[src/hdl/huv_pkg.sv]
// types, constants and character tables for the https url validator
`timescale 1ns / 1ps

package huv_pkg;

    localparam int MAX_URL_BYTES = 2048;
    // byte count saturates one above the limit
    localparam int CNT_W = $clog2(MAX_URL_BYTES + 2);
    localparam logic [CNT_W-1:0] CNT_SAT = CNT_W'(MAX_URL_BYTES + 1);
    localparam logic [CNT_W-1:0] CNT_MAX = CNT_W'(MAX_URL_BYTES);
    localparam logic [CNT_W-1:0] PREFIX_LEN = CNT_W'(8);

    localparam logic [7:0] HOST_SAT = 8'd254;
    localparam logic [7:0] HOST_MAX = 8'd253;
    localparam logic [6:0] LABEL_SAT = 7'd64;
    localparam logic [6:0] LABEL_MAX = 7'd63;
    localparam logic [7:0] LOCALHOST_LEN = 8'd9;
    localparam logic [7:0] SUFFIX_LEN = 8'd6;
    localparam logic [2:0] PORT_DONE = 3'd4;

    localparam logic [7:0] CH_DOT = 8'h2e;
    localparam logic [7:0] CH_DASH = 8'h2d;
    localparam logic [7:0] CH_SLASH = 8'h2f;
    localparam logic [7:0] CH_QUEST = 8'h3f;
    localparam logic [7:0] CH_COLON = 8'h3a;
    localparam logic [7:0] CH_AT = 8'h40;
    localparam logic [7:0] CH_HASH = 8'h23;
    localparam logic [7:0] CH_SPACE = 8'h20;
    localparam logic [7:0] CH_DEL = 8'h7f;

    // ".local" with the oldest byte in the lowest lane
    localparam logic [5:0][7:0] SUFFIX_LOCAL = {8'h6c, 8'h61, 8'h63, 8'h6f, 8'h6c, 8'h2e};

    typedef enum logic [1:0] {
        PH_PREFIX = 2'd0,
        PH_HOST   = 2'd1,
        PH_PORT   = 2'd2,
        PH_REST   = 2'd3
    } phase_t;

    typedef struct packed {
        logic [CNT_W-1:0] byte_count;
        phase_t           phase;
        logic             rejected;
        logic [7:0]       host_length;
        logic [6:0]       label_length;
        logic             label_started;
        logic [7:0]       prev_host_byte;
        logic             host_all_numeric;
        logic [2:0]       port_index;
        logic             localhost_match;
        logic [5:0][7:0]  suffix_window;
    } parse_state_t;

    function automatic parse_state_t state_init();
        parse_state_t s;
        s.byte_count       = '0;
        s.phase            = PH_PREFIX;
        s.rejected         = 1'b0;
        s.host_length      = '0;
        s.label_length     = '0;
        s.label_started    = 1'b0;
        s.prev_host_byte   = '0;
        s.host_all_numeric = 1'b1;
        s.port_index       = '0;
        s.localhost_match  = 1'b1;
        s.suffix_window    = '0;
        return s;
    endfunction

    function automatic logic [7:0] fold(input logic [7:0] b);
        return (b >= 8'h41 && b <= 8'h5a) ? b + 8'd32 : b;
    endfunction

    function automatic logic is_digit(input logic [7:0] b);
        return b >= 8'h30 && b <= 8'h39;
    endfunction

    function automatic logic [7:0] prefix_char(input logic [2:0] i);
        logic [7:0] c;
        case (i)
            3'd0: c = 8'h68; // h
            3'd1: c = 8'h74; // t
            3'd2: c = 8'h74; // t
            3'd3: c = 8'h70; // p
            3'd4: c = 8'h73; // s
            3'd5: c = 8'h3a; // :
            3'd6: c = 8'h2f; // /
            3'd7: c = 8'h2f; // /
            default: c = 8'h00;
        endcase
        return c;
    endfunction

    function automatic logic [7:0] port_char(input logic [1:0] i);
        logic [7:0] c;
        case (i)
            2'd0: c = 8'h3a; // :
            2'd1: c = 8'h34; // 4
            2'd2: c = 8'h34; // 4
            2'd3: c = 8'h33; // 3
            default: c = 8'h00;
        endcase
        return c;
    endfunction

    function automatic logic [7:0] localhost_char(input logic [3:0] i);
        logic [7:0] c;
        case (i)
            4'd0: c = 8'h6c; // l
            4'd1: c = 8'h6f; // o
            4'd2: c = 8'h63; // c
            4'd3: c = 8'h61; // a
            4'd4: c = 8'h6c; // l
            4'd5: c = 8'h68; // h
            4'd6: c = 8'h6f; // o
            4'd7: c = 8'h73; // s
            4'd8: c = 8'h74; // t
            default: c = 8'h00;
        endcase
        return c;
    endfunction

    // reject bit for a host that ends with the given state
    function automatic logic host_end_bad(input parse_state_t s);
        return (s.host_length == 8'd0) || !s.label_started
            || (s.prev_host_byte == CH_DASH)
            || (s.host_length > HOST_MAX) || s.host_all_numeric
            || (s.localhost_match && s.host_length == LOCALHOST_LEN)
            || (s.host_length > SUFFIX_LEN && s.suffix_window == SUFFIX_LOCAL);
    endfunction

endpackage

[src/hdl/https_url_validator.sv]
// top level of the https url validator
`timescale 1ns / 1ps

// Checks an https URL that streams in one byte per beat, with tlast on its final
// byte, and gives one verdict beat per URL: bit 0 of m_axis_tdata is 1 when the URL
// passed every rule. A byte is taken every cycle unless stalled; the parser state
// register is updated by one short step of logic per byte, and the verdict appears
// in the result register in the cycle after the last byte is accepted. The input
// stalls only while a verdict sits in the result register and downstream holds
// tready low. All parser state returns to its reset value after each last byte.

module https_url_validator (
    input  logic       aclk,
    input  logic       aresetn,
    input  logic       s_axis_tvalid,
    output logic       s_axis_tready,
    input  logic [7:0] s_axis_tdata,   // [7:0] url_byte
    input  logic       s_axis_tlast,   // last_byte
    output logic       m_axis_tvalid,
    input  logic       m_axis_tready,
    output logic [7:0] m_axis_tdata    // [0] url_valid, [7:1] zero
);
    import huv_pkg::*;

    parse_state_t state_reg, state_next, step_next;
    logic         step_valid;
    logic         in_beat;
    logic         slot_free;
    logic         verdict_bit;

    assign s_axis_tready = slot_free;
    assign in_beat       = s_axis_tvalid && s_axis_tready;

    huv_step u_step (
        .cur       (state_reg),
        .url_byte  (s_axis_tdata),
        .last_byte (s_axis_tlast),
        .nxt       (step_next),
        .url_valid (step_valid)
    );

    assign state_next = in_beat ? step_next : state_reg;

    always_ff @(posedge aclk) begin
        if (!aresetn) begin
            state_reg <= state_init();
        end else begin
            state_reg <= state_next;
        end
    end

    huv_out_reg u_out (
        .aclk             (aclk),
        .aresetn          (aresetn),
        .load             (in_beat && s_axis_tlast),
        .url_valid        (step_valid),
        .m_axis_tready    (m_axis_tready),
        .m_axis_tvalid    (m_axis_tvalid),
        .m_axis_tdata_bit (verdict_bit),
        .slot_free        (slot_free)
    );

    assign m_axis_tdata = {7'd0, verdict_bit};

    // a new verdict only follows a last beat
    a_verdict_after_last: assert property (@(posedge aclk) disable iff (!aresetn)
        $rose(m_axis_tvalid) |-> $past(s_axis_tvalid && s_axis_tready && s_axis_tlast))
        else $error("verdict without a last beat");

    // a pending verdict blocks the input
    a_stall_when_full: assert property (@(posedge aclk) disable iff (!aresetn)
        (m_axis_tvalid && !m_axis_tready) |-> !s_axis_tready)
        else $error("input taken while verdict pending");

    // parser state clears after each url
    a_clear_after_last: assert property (@(posedge aclk) disable iff (!aresetn)
        (s_axis_tvalid && s_axis_tready && s_axis_tlast)
            |=> (state_reg.byte_count == '0 && state_reg.phase == PH_PREFIX
                 && !state_reg.rejected))
        else $error("parser state not cleared after last beat");

endmodule

[src/hdl/huv_step.sv]
// per-byte parse step: next parser state and verdict for one beat
`timescale 1ns / 1ps

module huv_step (
    input  huv_pkg::parse_state_t cur,
    input  logic [7:0]            url_byte,
    input  logic                  last_byte,
    output huv_pkg::parse_state_t nxt,
    output logic                  url_valid
);
    import huv_pkg::*;

    parse_state_t s;
    logic [7:0]   fb;
    logic         alnum;
    logic         bad;

    always_comb begin
        s     = cur;
        fb    = fold(url_byte);
        alnum = is_digit(url_byte) || (fb >= 8'h61 && fb <= 8'h7a);

        if (cur.byte_count != CNT_SAT) begin
            s.byte_count = cur.byte_count + 1'b1;
        end
        if (url_byte < CH_SPACE || url_byte == CH_DEL || url_byte == CH_HASH) begin
            s.rejected = 1'b1;
        end

        case (cur.phase)
            PH_PREFIX: begin
                if (cur.byte_count >= PREFIX_LEN
                        || url_byte != prefix_char(cur.byte_count[2:0])) begin
                    s.rejected = 1'b1;
                end
                if (cur.byte_count >= PREFIX_LEN - 1'b1) begin
                    s.phase = PH_HOST;
                end
            end
            PH_HOST: begin
                if (url_byte == CH_SLASH || url_byte == CH_QUEST) begin
                    if (host_end_bad(cur)) begin
                        s.rejected = 1'b1;
                    end
                    s.phase = PH_REST;
                end else if (url_byte == CH_COLON) begin
                    if (host_end_bad(cur)) begin
                        s.rejected = 1'b1;
                    end
                    s.port_index = 3'd1;
                    s.phase      = PH_PORT;
                end else if (url_byte == CH_AT) begin
                    s.rejected = 1'b1;
                end else if (url_byte != CH_HASH) begin
                    if (url_byte == CH_DOT) begin
                        if (cur.host_length == 8'd0 || !cur.label_started
                                || cur.prev_host_byte == CH_DASH) begin
                            s.rejected = 1'b1;
                        end
                        s.label_started = 1'b0;
                        s.label_length  = '0;
                    end else if (alnum || url_byte == CH_DASH) begin
                        if (!cur.label_started && url_byte == CH_DASH) begin
                            s.rejected = 1'b1;
                        end
                        s.label_started = 1'b1;
                        if (cur.label_length < LABEL_SAT) begin
                            s.label_length = cur.label_length + 1'b1;
                        end
                        if (s.label_length > LABEL_MAX) begin
                            s.rejected = 1'b1;
                        end
                        if (!is_digit(url_byte)) begin
                            s.host_all_numeric = 1'b0;
                        end
                    end else begin
                        s.rejected = 1'b1;
                    end
                    if (cur.host_length >= LOCALHOST_LEN
                            || fb != localhost_char(cur.host_length[3:0])) begin
                        s.localhost_match = 1'b0;
                    end
                    s.suffix_window = {fb, cur.suffix_window[5:1]};
                    if (cur.host_length < HOST_SAT) begin
                        s.host_length = cur.host_length + 1'b1;
                    end
                    s.prev_host_byte = url_byte;
                end
            end
            PH_PORT: begin
                if (url_byte == CH_SLASH || url_byte == CH_QUEST) begin
                    if (cur.port_index != PORT_DONE) begin
                        s.rejected = 1'b1;
                    end
                    s.phase = PH_REST;
                end else if (cur.port_index < PORT_DONE
                        && url_byte == port_char(cur.port_index[1:0])) begin
                    s.port_index = cur.port_index + 1'b1;
                end else begin
                    s.rejected = 1'b1;
                end
            end
            default: begin
            end
        endcase

        // end of url checks
        bad = s.rejected || s.byte_count > CNT_MAX || s.byte_count <= PREFIX_LEN;
        case (s.phase)
            PH_PREFIX: bad = 1'b1;
            PH_HOST:   bad = bad || host_end_bad(s);
            PH_PORT:   bad = bad || (s.port_index != PORT_DONE);
            default:   bad = bad;
        endcase
        url_valid = !bad;

        nxt = last_byte ? state_init() : s;
    end

endmodule

[src/hdl/huv_out_reg.sv]
// result register for the verdict beat
`timescale 1ns / 1ps

module huv_out_reg (
    input  logic aclk,
    input  logic aresetn,
    input  logic load,
    input  logic url_valid,
    input  logic m_axis_tready,
    output logic m_axis_tvalid,
    output logic m_axis_tdata_bit,
    output logic slot_free
);
    logic valid_reg, valid_next;
    logic data_reg, data_next;

    // free when empty or being drained this cycle
    assign slot_free = !valid_reg || m_axis_tready;

    always_comb begin
        valid_next = valid_reg;
        data_next  = data_reg;
        if (load) begin
            valid_next = 1'b1;
            data_next  = url_valid;
        end else if (m_axis_tready) begin
            valid_next = 1'b0;
        end
    end

    always_ff @(posedge aclk) begin
        if (!aresetn) begin
            valid_reg <= 1'b0;
        end else begin
            valid_reg <= valid_next;
        end
        data_reg <= data_next;
    end

    assign m_axis_tvalid    = valid_reg;
    assign m_axis_tdata_bit = data_reg;

endmodule
[config.mk]
export PLATFORM = sky130hd
export DESIGN_NAME = https_url_validator
export DESIGN_NICKNAME = d
export VERILOG_FILES = /design/src/hdl/huv_pkg.sv /design/src/hdl/https_url_validator.sv /design/src/hdl/huv_step.sv /design/src/hdl/huv_out_reg.sv
export SDC_FILE = /design/constraint.sdc
export NUM_CORES = 1
export LEC_CHECK = 0
export ABC_CLOCK_PERIOD_IN_PS = 2900
export BUFFER_PORTS_ARGS = -buffer_cell sky130_fd_sc_hd__buf_4
export CAP_MARGIN = 20
export CORE_AREA = 2 2 117 119
export DETAILED_ROUTE_END_ITERATION = 6
export DIE_AREA = 0 0 119 121
export PLACE_DENSITY = 0.74
export SLEW_MARGIN = 10
export SYNTH_ARGS = -nofsm -noshare
export SYNTH_HDL_FRONTEND = slang
export SYNTH_SLANG_ARGS = --single-unit
[constraint.sdc]
create_clock -name aclk -period 2.9 [get_ports aclk]
set_input_delay 0.145 -clock aclk [delete_from_list [all_inputs] [get_ports aclk]]
set_output_delay 0.145 -clock aclk [all_outputs]
set_load 0.05 [all_outputs]
==> impl_metrics.env, run 1 <==
export IMPL_status="finished, final reports clean"
export IMPL_cap_violations=0
export IMPL_nFillCells=1197
export IMPL_placed_area_sq_mm=0.006882
export IMPL_yosysSeqAreaShare=0.3328
export IMPL_critPathKind="flop to flop"
export IMPL_power_density_mw_per_mm2=406.5
export IMPL_finalHoldViolCount=0
export IMPL_core_region_area_sq_mm=0.01309
export IMPL_grt_pass1_wl_mm=29.62
export IMPL_syn_to_final_growth_pct=13.61
export IMPL_yosysWarnings=0
export IMPL_hpwl_mm=12.72
export IMPL_synthFlopType="dfxtp_1"
export IMPL_crit_arrival_ns=2.89
export IMPL_synth_area_top_cells="dfxtp_1 33%, a22oi_1 6.4%, nor2_1 6.1%"
export IMPL_cts_htree_levels=3
export IMPL_synth_top_area_cell="dfxtp_1"
export IMPL_min_period_ns=2.769
export IMPL_worst_pin_slew_ns=0.7363
export IMPL_final_area_sq_mm=0.007278
export IMPL_grt_antenna_before_repair=0
export IMPL_row_count=42
export IMPL_cp_data_required_time_ns=3.03
export IMPL_period_share=0.9548
export IMPL_start_kind="flop"
export IMPL_cpPeakStageDelay_ns=0.57
export IMPL_ios=23
export IMPL_p_total_w=0.002958
export IMPL_synth_most_common_cell="dfxtp_1"
export IMPL_slew_headroom=0.5073
export IMPL_cts_buffers=9
export IMPL_synth_top_area_frac=0.3281
export IMPL_setup_viol=0
export IMPL_routed_wl_mm=18.09
export IMPL_num_nets_final=877
export IMPL_skew_ns=0.01287
export IMPL_first_pass_iters=6
export IMPL_dr_first_iter_drc_count=871
export IMPL_n_antenna_cell=0
export IMPL_cts_tree="done"
export IMPL_timing_hold_worst_class="primary input to flop"
export IMPL_dieArea_sq_mm=0.01440
export IMPL_overflow=0
export IMPL_end_kind="flop"
export IMPL_syn_area_sq_mm=0.006406
export IMPL_avgRoutedWirePerCell_microns=17.75
export IMPL_drive_gt1_frac=0.1388
export IMPL_die_y_microns=121
export IMPL_crit_fanout=4
export IMPL_grt_max_degree=51
export IMPL_grt_pass1_vias=5885
export IMPL_rsz0062_at_grt="no"
export IMPL_slew_viol_final=0
export IMPL_final_antenna_net_count=0
export IMPL_synth_cells=814
export IMPL_route_vias_total=6315
export IMPL_synth_avg_cell_area_sq_um=7.870
export IMPL_cts_buffer_depth=2
export IMPL_p_leak_nw=2.689
export IMPL_gp_congestion=0.9846
export IMPL_final_core_util=0.5562
export IMPL_max_freq_mhz=361.2
export IMPL_clk_latency_ns=0.37
export IMPL_via_per_inst=6.197
export IMPL_grt_use_total=0.2545
export IMPL_synthTopCellsByCount="105 x dfxtp_1, 104 x nor2_1, 55 x a22oi_1, 55 x nand2_1, 40 x a21oi_1"
export IMPL_cts_num_sinks=106
export IMPL_die_w_microns=119
export IMPL_synthArstFlopShare=0
export IMPL_initial_utilization=0.4896
export IMPL_synth_edf_count=1
export IMPL_drcViolationCount=0
export IMPL_slowest_stage="or4_4"
export IMPL_synth_cell_types=77
export IMPL_ir_worst_vdd_uv=301.2
export IMPL_clockRootBuffer="clkbuf_16"
export IMPL_clk_pin_slew_ns=0.08
export IMPL_crit_chain="or4_4 -> nor4_4 -> a311o_1 -> a221oi_1 -> a21oi_2 -> inv_1 -> ha_1 -> o311ai_4 -> a211o_1 -> nor3b_2"
export IMPL_ys_seq_elements=106
export IMPL_io_buffers=15
export IMPL_hold_buffers=0
## path summary, 6_finish.rpt
check             cells past startpoint  slack [ns]                  startpoint                          endpoint
setup reg to reg                     10        0.13  state_reg[84]$_SDFFE_PN0P_  u_out.m_axis_tdata_bit$_DFFE_PP_
hold reg to reg                       2        0.47  state_reg[57]$_SDFFE_PN0P_        state_reg[57]$_SDFFE_PN0P_
setup / recovery                     10        0.13  state_reg[84]$_SDFFE_PN0P_  u_out.m_axis_tdata_bit$_DFFE_PP_
hold / removal                        2        0.11                     aresetn        state_reg[48]$_SDFFE_PN1P_
## cells in the final DEF, fill, tap and decap left out, types with 11 or more instances in the layout
cell,count
dfxtp_1,104
nor2_1,102
buf_4,67
nand2_1,55
a22oi_1,55
a21oi_1,39
o21ai_0,37
inv_1,31
ha_1,25
nand3_1,24
nor3_1,22
or3_1,17
nand4_1,16
and3_1,14
nor4_1,13
nor2b_1,12
a31oi_1,11
## cells by family after synthesis
logic type	count (synthesis)	share of synthesized area
xor+xnor	16	0.02188
flops	106	0.3328
fa+ha+maj	26	0.05078
compound gates	219	0.2359
buf+inv	92	0.06094
simple gates	350	0.2906
other cells	1	0.0005854
mux	4	0.006445
## layout make-up
type                       count  area, sq um  area share
inverter                      32        120.1     0.01650
multi-input combinational    622         3999      0.5494
clock buffer                   9        225.2     0.03094
tap                          176        220.2     0.03026
timing repair buffer          67        503.0     0.06911
sequential                   106         2133      0.2931
clock inverter                 7        77.57     0.01066
## power by group
part	internal (W)	switching [W]
Sequential	0.00146	0.00000388
Clock	0.000616	0.000627
Combinational	0.0000734	0.000175
## timing repair
item,in CTS,in global routing
pin swaps,0,2
resized for setup,4,15
buffers inserted,0,1
setup endpoints to repair,1,3
## per-layer routing
layer | track usage | vias up | wire length [microns] | share of wire
li1 | - | 3027 | - | -
met5 | 0 | - | 0 | 0
met1 | 0.3235 | 2977 | 7803 | 0.43
met3 | 0.04088 | 59 | 1067 | 0.059
met2 | 0.4185 | 252 | 8516 | 0.47
met4 | 0.1295 | 0 | 704 | 0.039
## per-stage QoR
stage / TNS, ns / cells / worst slack (ns) / hold WS (ns)
finish: 0 / 1019 / 0.1311 / 0.1093
global route: 0 / 1019 / 0.005781 / 0.1106
CTS: 0 / 1018 / 0.04463 / 0.09017
detailed placement: -0.1467 / 1002 / -0.1467 / 0.4561
global placement: 0 / 1002 / 0.01004 / 0.4416
floorplan: 0 / 820 / 0.06087 / 0.3551
## critical path: cells and delay by family, from the launching register on
| family | cells | cell delay [ns] |
|---|---|---|
| adder cells (fa/ha/maj) | 1 | 0.36 |
| AO/OA/AOI/OAI | 5 | 0.86 |
| AND/OR/NAND/NOR | 3 | 0.93 |
| flip-flops | 1 | 0.32 |
| buffers and inverters | 1 | 0.07 |
Power figures use the tool's default switching activity.
==> run 2: changes to the inputs <==
Settings changed: GPL_TIMING_DRIVEN set to 0.
==> impl_metrics.env, run 2 (synthesized netlist as in run 1, its figures left out) <==
export IMPL_status="finished, violations left"
export IMPL_violations="setup timing"
export IMPL_cap_violations=0
export IMPL_ios=23
export IMPL_power_density_mw_per_mm2=421.4
export IMPL_end_kind="flop"
export IMPL_drive_gt1_frac=0.1124
export IMPL_initial_utilization=0.4896
export IMPL_final_core_util=0.5526
export IMPL_clk_pin_slew_ns=0.07
export IMPL_timing_rr_end="u_out.m_axis_tdata_bit$_DFFE_PP_"
export IMPL_layout_common_cells="103 x nor2_1, 102 x dfxtp_1, 55 x nand2_1, 55 x a22oi_1, 39 x a21oi_1"
export IMPL_max_freq_mhz=331.1
export IMPL_cts_num_sinks=106
export IMPL_ir_worst_vdd_uv=299.8
export IMPL_finalHoldViolCount=0
export IMPL_cts_htree_levels=3
export IMPL_cpPeakStageDelay_ns=0.68
export IMPL_slowest_stage="or4_1"
export IMPL_grt_max_degree=20
export IMPL_skew_ns=0.007469
export IMPL_routed_wl_mm=19.60
export IMPL_clockRootBuffer="clkbuf_16"
export IMPL_grt_antenna_before_repair=0
export IMPL_cts_buffer_depth=2
export IMPL_core_region_area_sq_mm=0.01309
export IMPL_min_period_ns=3.020
export IMPL_timing_hold_worst_class="primary input to flop"
export IMPL_timing_final_ws_setup_ns=-0.1204
export IMPL_via_per_inst=6.355
export IMPL_avgRoutedWirePerCell_microns=19.03
export IMPL_start_kind="flop"
export IMPL_r2r_start="state_reg[73]$_SDFFE_PN0P_"
export IMPL_row_count=42
export IMPL_cpLargestDelayFamily="simple AND/OR/NAND/NOR gates"
export IMPL_num_nets_final=888
export IMPL_cp_num_buf_inv=1
export IMPL_hpwl_mm=14.02
export IMPL_cts_tree="done"
export IMPL_dr_first_iter_drc_count=682
export IMPL_setup_tns_ns=-0.1204
export IMPL_cp_data_required_time_ns=3.02
export IMPL_cts_buffers=9
export IMPL_route_vias_total=6546
export IMPL_crit_arrival_ns=3.14
export IMPL_gp_congestion=0.9812
export IMPL_slew_headroom=0.4598
export IMPL_grt_use_total=0.2756
export IMPL_period_share=1.042
export IMPL_p_leak_nw=2.601
export IMPL_drcViolationCount=0
export IMPL_hold_buffers=0
export IMPL_critPathKind="flop to flop"
export IMPL_io_buffers=14
export IMPL_overflow=0
export IMPL_die_y_microns=121
export IMPL_ff2ff_setup_slack_ns=-0.12
export IMPL_syn_to_final_growth_pct=12.87
export IMPL_nFillCells=1213
export IMPL_rsz0062_at_grt="yes"
export IMPL_hp_start="m_axis_tready"
export IMPL_layout_commonest_cell="nor2_1"
export IMPL_r2r_cells=9
export IMPL_n_antenna_cell=0
export IMPL_crit_chain="clkbuf_1 -> or4_1 -> nor4_1 -> nand4_1 -> a311oi_2 -> o221a_2 -> o2111ai_1 -> a31oi_1 -> nor3b_1"
export IMPL_hold_end="u_out.m_axis_tvalid$_SDFFE_PN0P_"
export IMPL_clk_latency_ns=0.37
export IMPL_holdPathStages=3
export IMPL_slew_viol_final=0
export IMPL_dieArea_sq_mm=0.01440
export IMPL_worst_pin_slew_ns=0.8074
export IMPL_holdWs_ns=0.1218
export IMPL_grt_pass1_wl_mm=30.99
export IMPL_crit_fanout=10
export IMPL_setup_viol=1
export IMPL_first_pass_iters=6
export IMPL_pre_cts_ws_ns=-0.4471
export IMPL_die_w_microns=119
export IMPL_grt_pass1_vias=5888
export IMPL_final_antenna_net_count=0
## run 2: routing by layer
metal,wire [microns],global-route usage,part of all wire
met5,0,0,0
met4,739,0.1250,0.038
met3,1858,0.06955,0.095
met2,8843,0.4339,0.45
met1,8162,0.3560,0.42
## run 2: final cells by class
| class | instances | area, sq um | share of cell area |
|---|---|---|---|
| Buffer | 58 | 270.3 | 0.03738 |
| Sequential cell | 106 | 2136 | 0.2954 |
| Clock buffer | 10 | 239.0 | 0.03305 |
| Clock inverter | 6 | 82.58 | 0.01142 |
| Multi-Input combinational cell | 622 | 4013 | 0.5549 |
| Tap cell | 176 | 220.2 | 0.03046 |
| Inverter | 32 | 120.1 | 0.01661 |
| Timing Repair Buffer | 20 | 150.1 | 0.02076 |
## run 2: how the worst max path moves through the flow
stage	from	end	slack, ns	cells past startpoint
finish	state_reg[73]$_SDFFE_PN0P_	u_out.m_axis_tdata_bit$_DFFE_PP_	-0.12	9
global route	state_reg[84]$_SDFFE_PN0P_	u_out.m_axis_tdata_bit$_DFFE_PP_	-0.16	13
CTS	state_reg[84]$_SDFFE_PN0P_	u_out.m_axis_tdata_bit$_DFFE_PP_	0.002	13
detailed placement	state_reg[84]$_SDFFE_PN0P_	u_out.m_axis_tdata_bit$_DFFE_PP_	-0.45	11
global placement	state_reg[84]$_SDFFE_PN0P_	u_out.m_axis_tdata_bit$_DFFE_PP_	-0.41	11
floorplan	u_out.m_axis_tvalid$_SDFFE_PN0P_	flop	0.06	11
## run 2: worst min-delay path: cells and delay by family
family	cells	cell delay, ns
AOI/OAI and AO/OA	1	0.08
buffers and inverters	1	0.07
and+or+nand+nor	1	0.15
## run 2: report_power, final
group / internal, W / switching, W
combinational: 0.0000726 / 0.000189
sequential: 0.00146 / 0.00000543
clock: 0.000713 / 0.000605
total: 0.00225 / 0.000799
## run 2: repair_timing
item | 4_1_cts | 5_1_grt
resized for setup | 21 | 10
setup endpoints to repair | 1 | 46
cloned | 0 | 0
pin swaps | 4 | 3
buffers inserted | 4 | 2
## run 2: per-stage QoR
| step | cells | power, W | area, sq um |
|---|---|---|---|
| 3_5_place_dp | 1010 | 0.001752 | 6754 |
| 3_3_place_gp | 1010 | 0.001752 | 6754 |
| 4_1_cts | 1030 | 0.003054 | 7199 |
| 5_1_grt | 1030 | 0.003137 | 7231 |
| 2_1_floorplan | 820 | 0.001667 | 6429 |
| 6_report | 1030 | 0.003047 | 7231 |
==> run 3: changes to the inputs <==
Settings changed: CAP_MARGIN 20 to 10, CELL_PAD_IN_SITES_DETAIL_PLACEMENT set to 1, CELL_PAD_IN_SITES_GLOBAL_PLACEMENT set to 2, CORE_AREA 2 2 117 119 to 2 2 141 143, DIE_AREA 0 0 119 121 to 0 0 143 145, PLACE_DENSITY 0.74 to 0.81.
==> impl_metrics.env, run 3 (synthesized netlist as in run 1, its figures left out) <==
export IMPL_status="finished, final reports clean"
export IMPL_end_kind="flop"
export IMPL_timing_hold_worst_class="primary input to flop"
export IMPL_slew_headroom=0.4415
export IMPL_start_kind="flop"
export IMPL_first_pass_iters=5
export IMPL_drive_gt1_frac=0.1397
export IMPL_holdPathStages=3
export IMPL_clk_pin_slew_ns=0.08
export IMPL_row_count=51
export IMPL_clockRootBuffer="clkbuf_16"
export IMPL_min_period_ns=2.887
export IMPL_hpwl_mm=16.79
export IMPL_initial_utilization=0.3335
export IMPL_r2r_start="state_reg[79]$_SDFFE_PN0P_"
export IMPL_grt_pass1_wl_mm=35.62
export IMPL_p_leak_nw=2.631
export IMPL_setup_viol=0
export IMPL_gp_congestion=0.8749
export IMPL_final_antenna_net_count=0
export IMPL_layout_commonest_cell="nor2_1"
export IMPL_p_comb_frac=0.088
export IMPL_grt_pass1_vias=6188
export IMPL_hold_buffers=0
export IMPL_drcViolationCount=0
export IMPL_max_freq_mhz=346.4
export IMPL_overflow=0
export IMPL_finalHoldViolCount=0
export IMPL_dr_first_iter_drc_count=361
export IMPL_core_region_area_sq_mm=0.01921
export IMPL_avgRoutedWirePerCell_microns=20.57
export IMPL_layout_common_cells="103 x nor2_1, 97 x dfxtp_1, 55 x nand2_1, 55 x a22oi_1, 39 x a21oi_1"
export IMPL_pre_cts_ws_ns=-0.9008
export IMPL_timing_rr_end="u_out.m_axis_tdata_bit$_DFFE_PP_"
export IMPL_die_y_microns=145
export IMPL_ir_worst_vdd_uv=310.5
export IMPL_syn_to_final_growth_pct=16.29
export IMPL_clk_latency_ns=0.37
export IMPL_route_vias_total=6388
export IMPL_dieArea_sq_mm=0.02074
export IMPL_rsz0062_at_grt="yes"
export IMPL_swShare=0.2752
export IMPL_cts_num_sinks=106
export IMPL_cts_buffers=9
export IMPL_ff2ff_setup_slack_ns=0.01
export IMPL_cts_tree="done"
export IMPL_crit_arrival_ns=3.00
export IMPL_slew_viol_final=0
export IMPL_cts_buffer_depth=2
export IMPL_r2r_cells=14
export IMPL_routed_wl_mm=22.97
export IMPL_grt_antenna_before_repair=0
export IMPL_skew_ns=0.01115
export IMPL_setup_tns_ns=0
export IMPL_timing_final_ws_setup_ns=0.01346
export IMPL_crit_fanout=10
export IMPL_p_switching_w=0.0008443
export IMPL_io_buffers=14
export IMPL_period_share=0.9954
export IMPL_pwr_share_seq=0.478
export IMPL_num_nets_final=886
export IMPL_final_core_util=0.3879
export IMPL_holdWs_ns=0.1391
export IMPL_grt_use_total=0.2220
export IMPL_n_antenna_cell=0
export IMPL_grt_max_degree=20
export IMPL_intPower_w=0.002224
export IMPL_hp_start="m_axis_tready"
export IMPL_nFillCells=2351
export IMPL_cap_violations=0
export IMPL_p_clk_frac=0.434
export IMPL_critPathKind="flop to flop"
export IMPL_cts_htree_levels=3
export IMPL_power_density_mw_per_mm2=411.9
export IMPL_cp_data_required_time_ns=3.02
export IMPL_via_per_inst=5.719
export IMPL_ios=23
export IMPL_worst_pin_slew_ns=0.8346
export IMPL_die_w_microns=143
export IMPL_hold_end="u_out.m_axis_tvalid$_SDFFE_PN0P_"
[run 3: worst max path at each step]
stage / startpoint / endpoint / slack, ns / depth (start not counted)
final: state_reg[79]$_SDFFE_PN0P_ / u_out.m_axis_tdata_bit$_DFFE_PP_ / 0.01 / 14
after global routing: state_reg[79]$_SDFFE_PN0P_ / u_out.m_axis_tdata_bit$_DFFE_PP_ / -0.12 / 14
after CTS: state_reg[82]$_SDFFE_PN0P_ / u_out.m_axis_tdata_bit$_DFFE_PP_ / 0.004 / 11
after detailed placement: state_reg[84]$_SDFFE_PN0P_ / u_out.m_axis_tdata_bit$_DFFE_PP_ / -0.90 / 11
after global placement: state_reg[84]$_SDFFE_PN0P_ / u_out.m_axis_tdata_bit$_DFFE_PP_ / -0.88 / 11
after floorplan: u_out.m_axis_tvalid$_SDFFE_PN0P_ / flop / 0.06 / 11
[run 3: layout make-up]
type	count	area (sq um)	share of cell area
Buffer	53	255.2	0.03426
Multi-Input combinational cell	622	4113	0.5521
Inverter	32	120.1	0.01612
Clock buffer	9	225.2	0.03023
Clock inverter	7	87.58	0.01176
Sequential cell	106	2145	0.2879
Timing Repair Buffer	23	172.7	0.02318
Tap cell	265	331.6	0.04451
[run 3: timing repair]
item,CTS,global route
pin swaps,5,10
setup buffers,4,5
endpoints found under the setup margin,8,49
resized for setup,36,22
[run 3: worst max-delay path: stages (launching register included)]
cell	delay (ns)
dfxtp_2	0.36
inv_1	0.12
ha_1	0.20
clkbuf_4	0.24
inv_1	0.13
a21o_1	0.20
nand2_1	0.09
a22oi_1	0.08
o21ai_2	0.21
inv_1	0.09
buf_4	0.15
ha_4	0.29
o311ai_4	0.09
a211o_1	0.24
nor3b_2	0.15
[run 3: layer usage]
layer  up-vias  track usage  share of wire
li1       3041            -              -
met1      3185       0.2947           0.46
met2       127       0.3639           0.48
met3        35      0.04290          0.037
met4         0      0.06436          0.021
met5         -            0              0
[run 3: power by group through the flow]
stage	clock network (W)	logic, W	registers [W]
5_1_grt	0.00142	0.000289	0.00147
3_3_place_gp	0	0.000262	0.00150
4_1_cts	0.00137	0.000266	0.00147
3_5_place_dp	0	0.000262	0.00150
6_report	0.00133	0.000269	0.00147
2_1_floorplan	0	0.000164	0.00150
[run 3: per-stage QoR]
| step | power [W] | instance area, sq um | std cells |
|---|---|---|---|
| 3_5_place_dp | 0.001764 | 6865 | 1099 |
| 2_1_floorplan | 0.001667 | 6429 | 820 |
| 5_1_grt | 0.003178 | 7450 | 1117 |
| 6_report | 0.003068 | 7450 | 1117 |
| 4_1_cts | 0.003109 | 7358 | 1117 |
| 3_3_place_gp | 0.001764 | 6865 | 1099 |
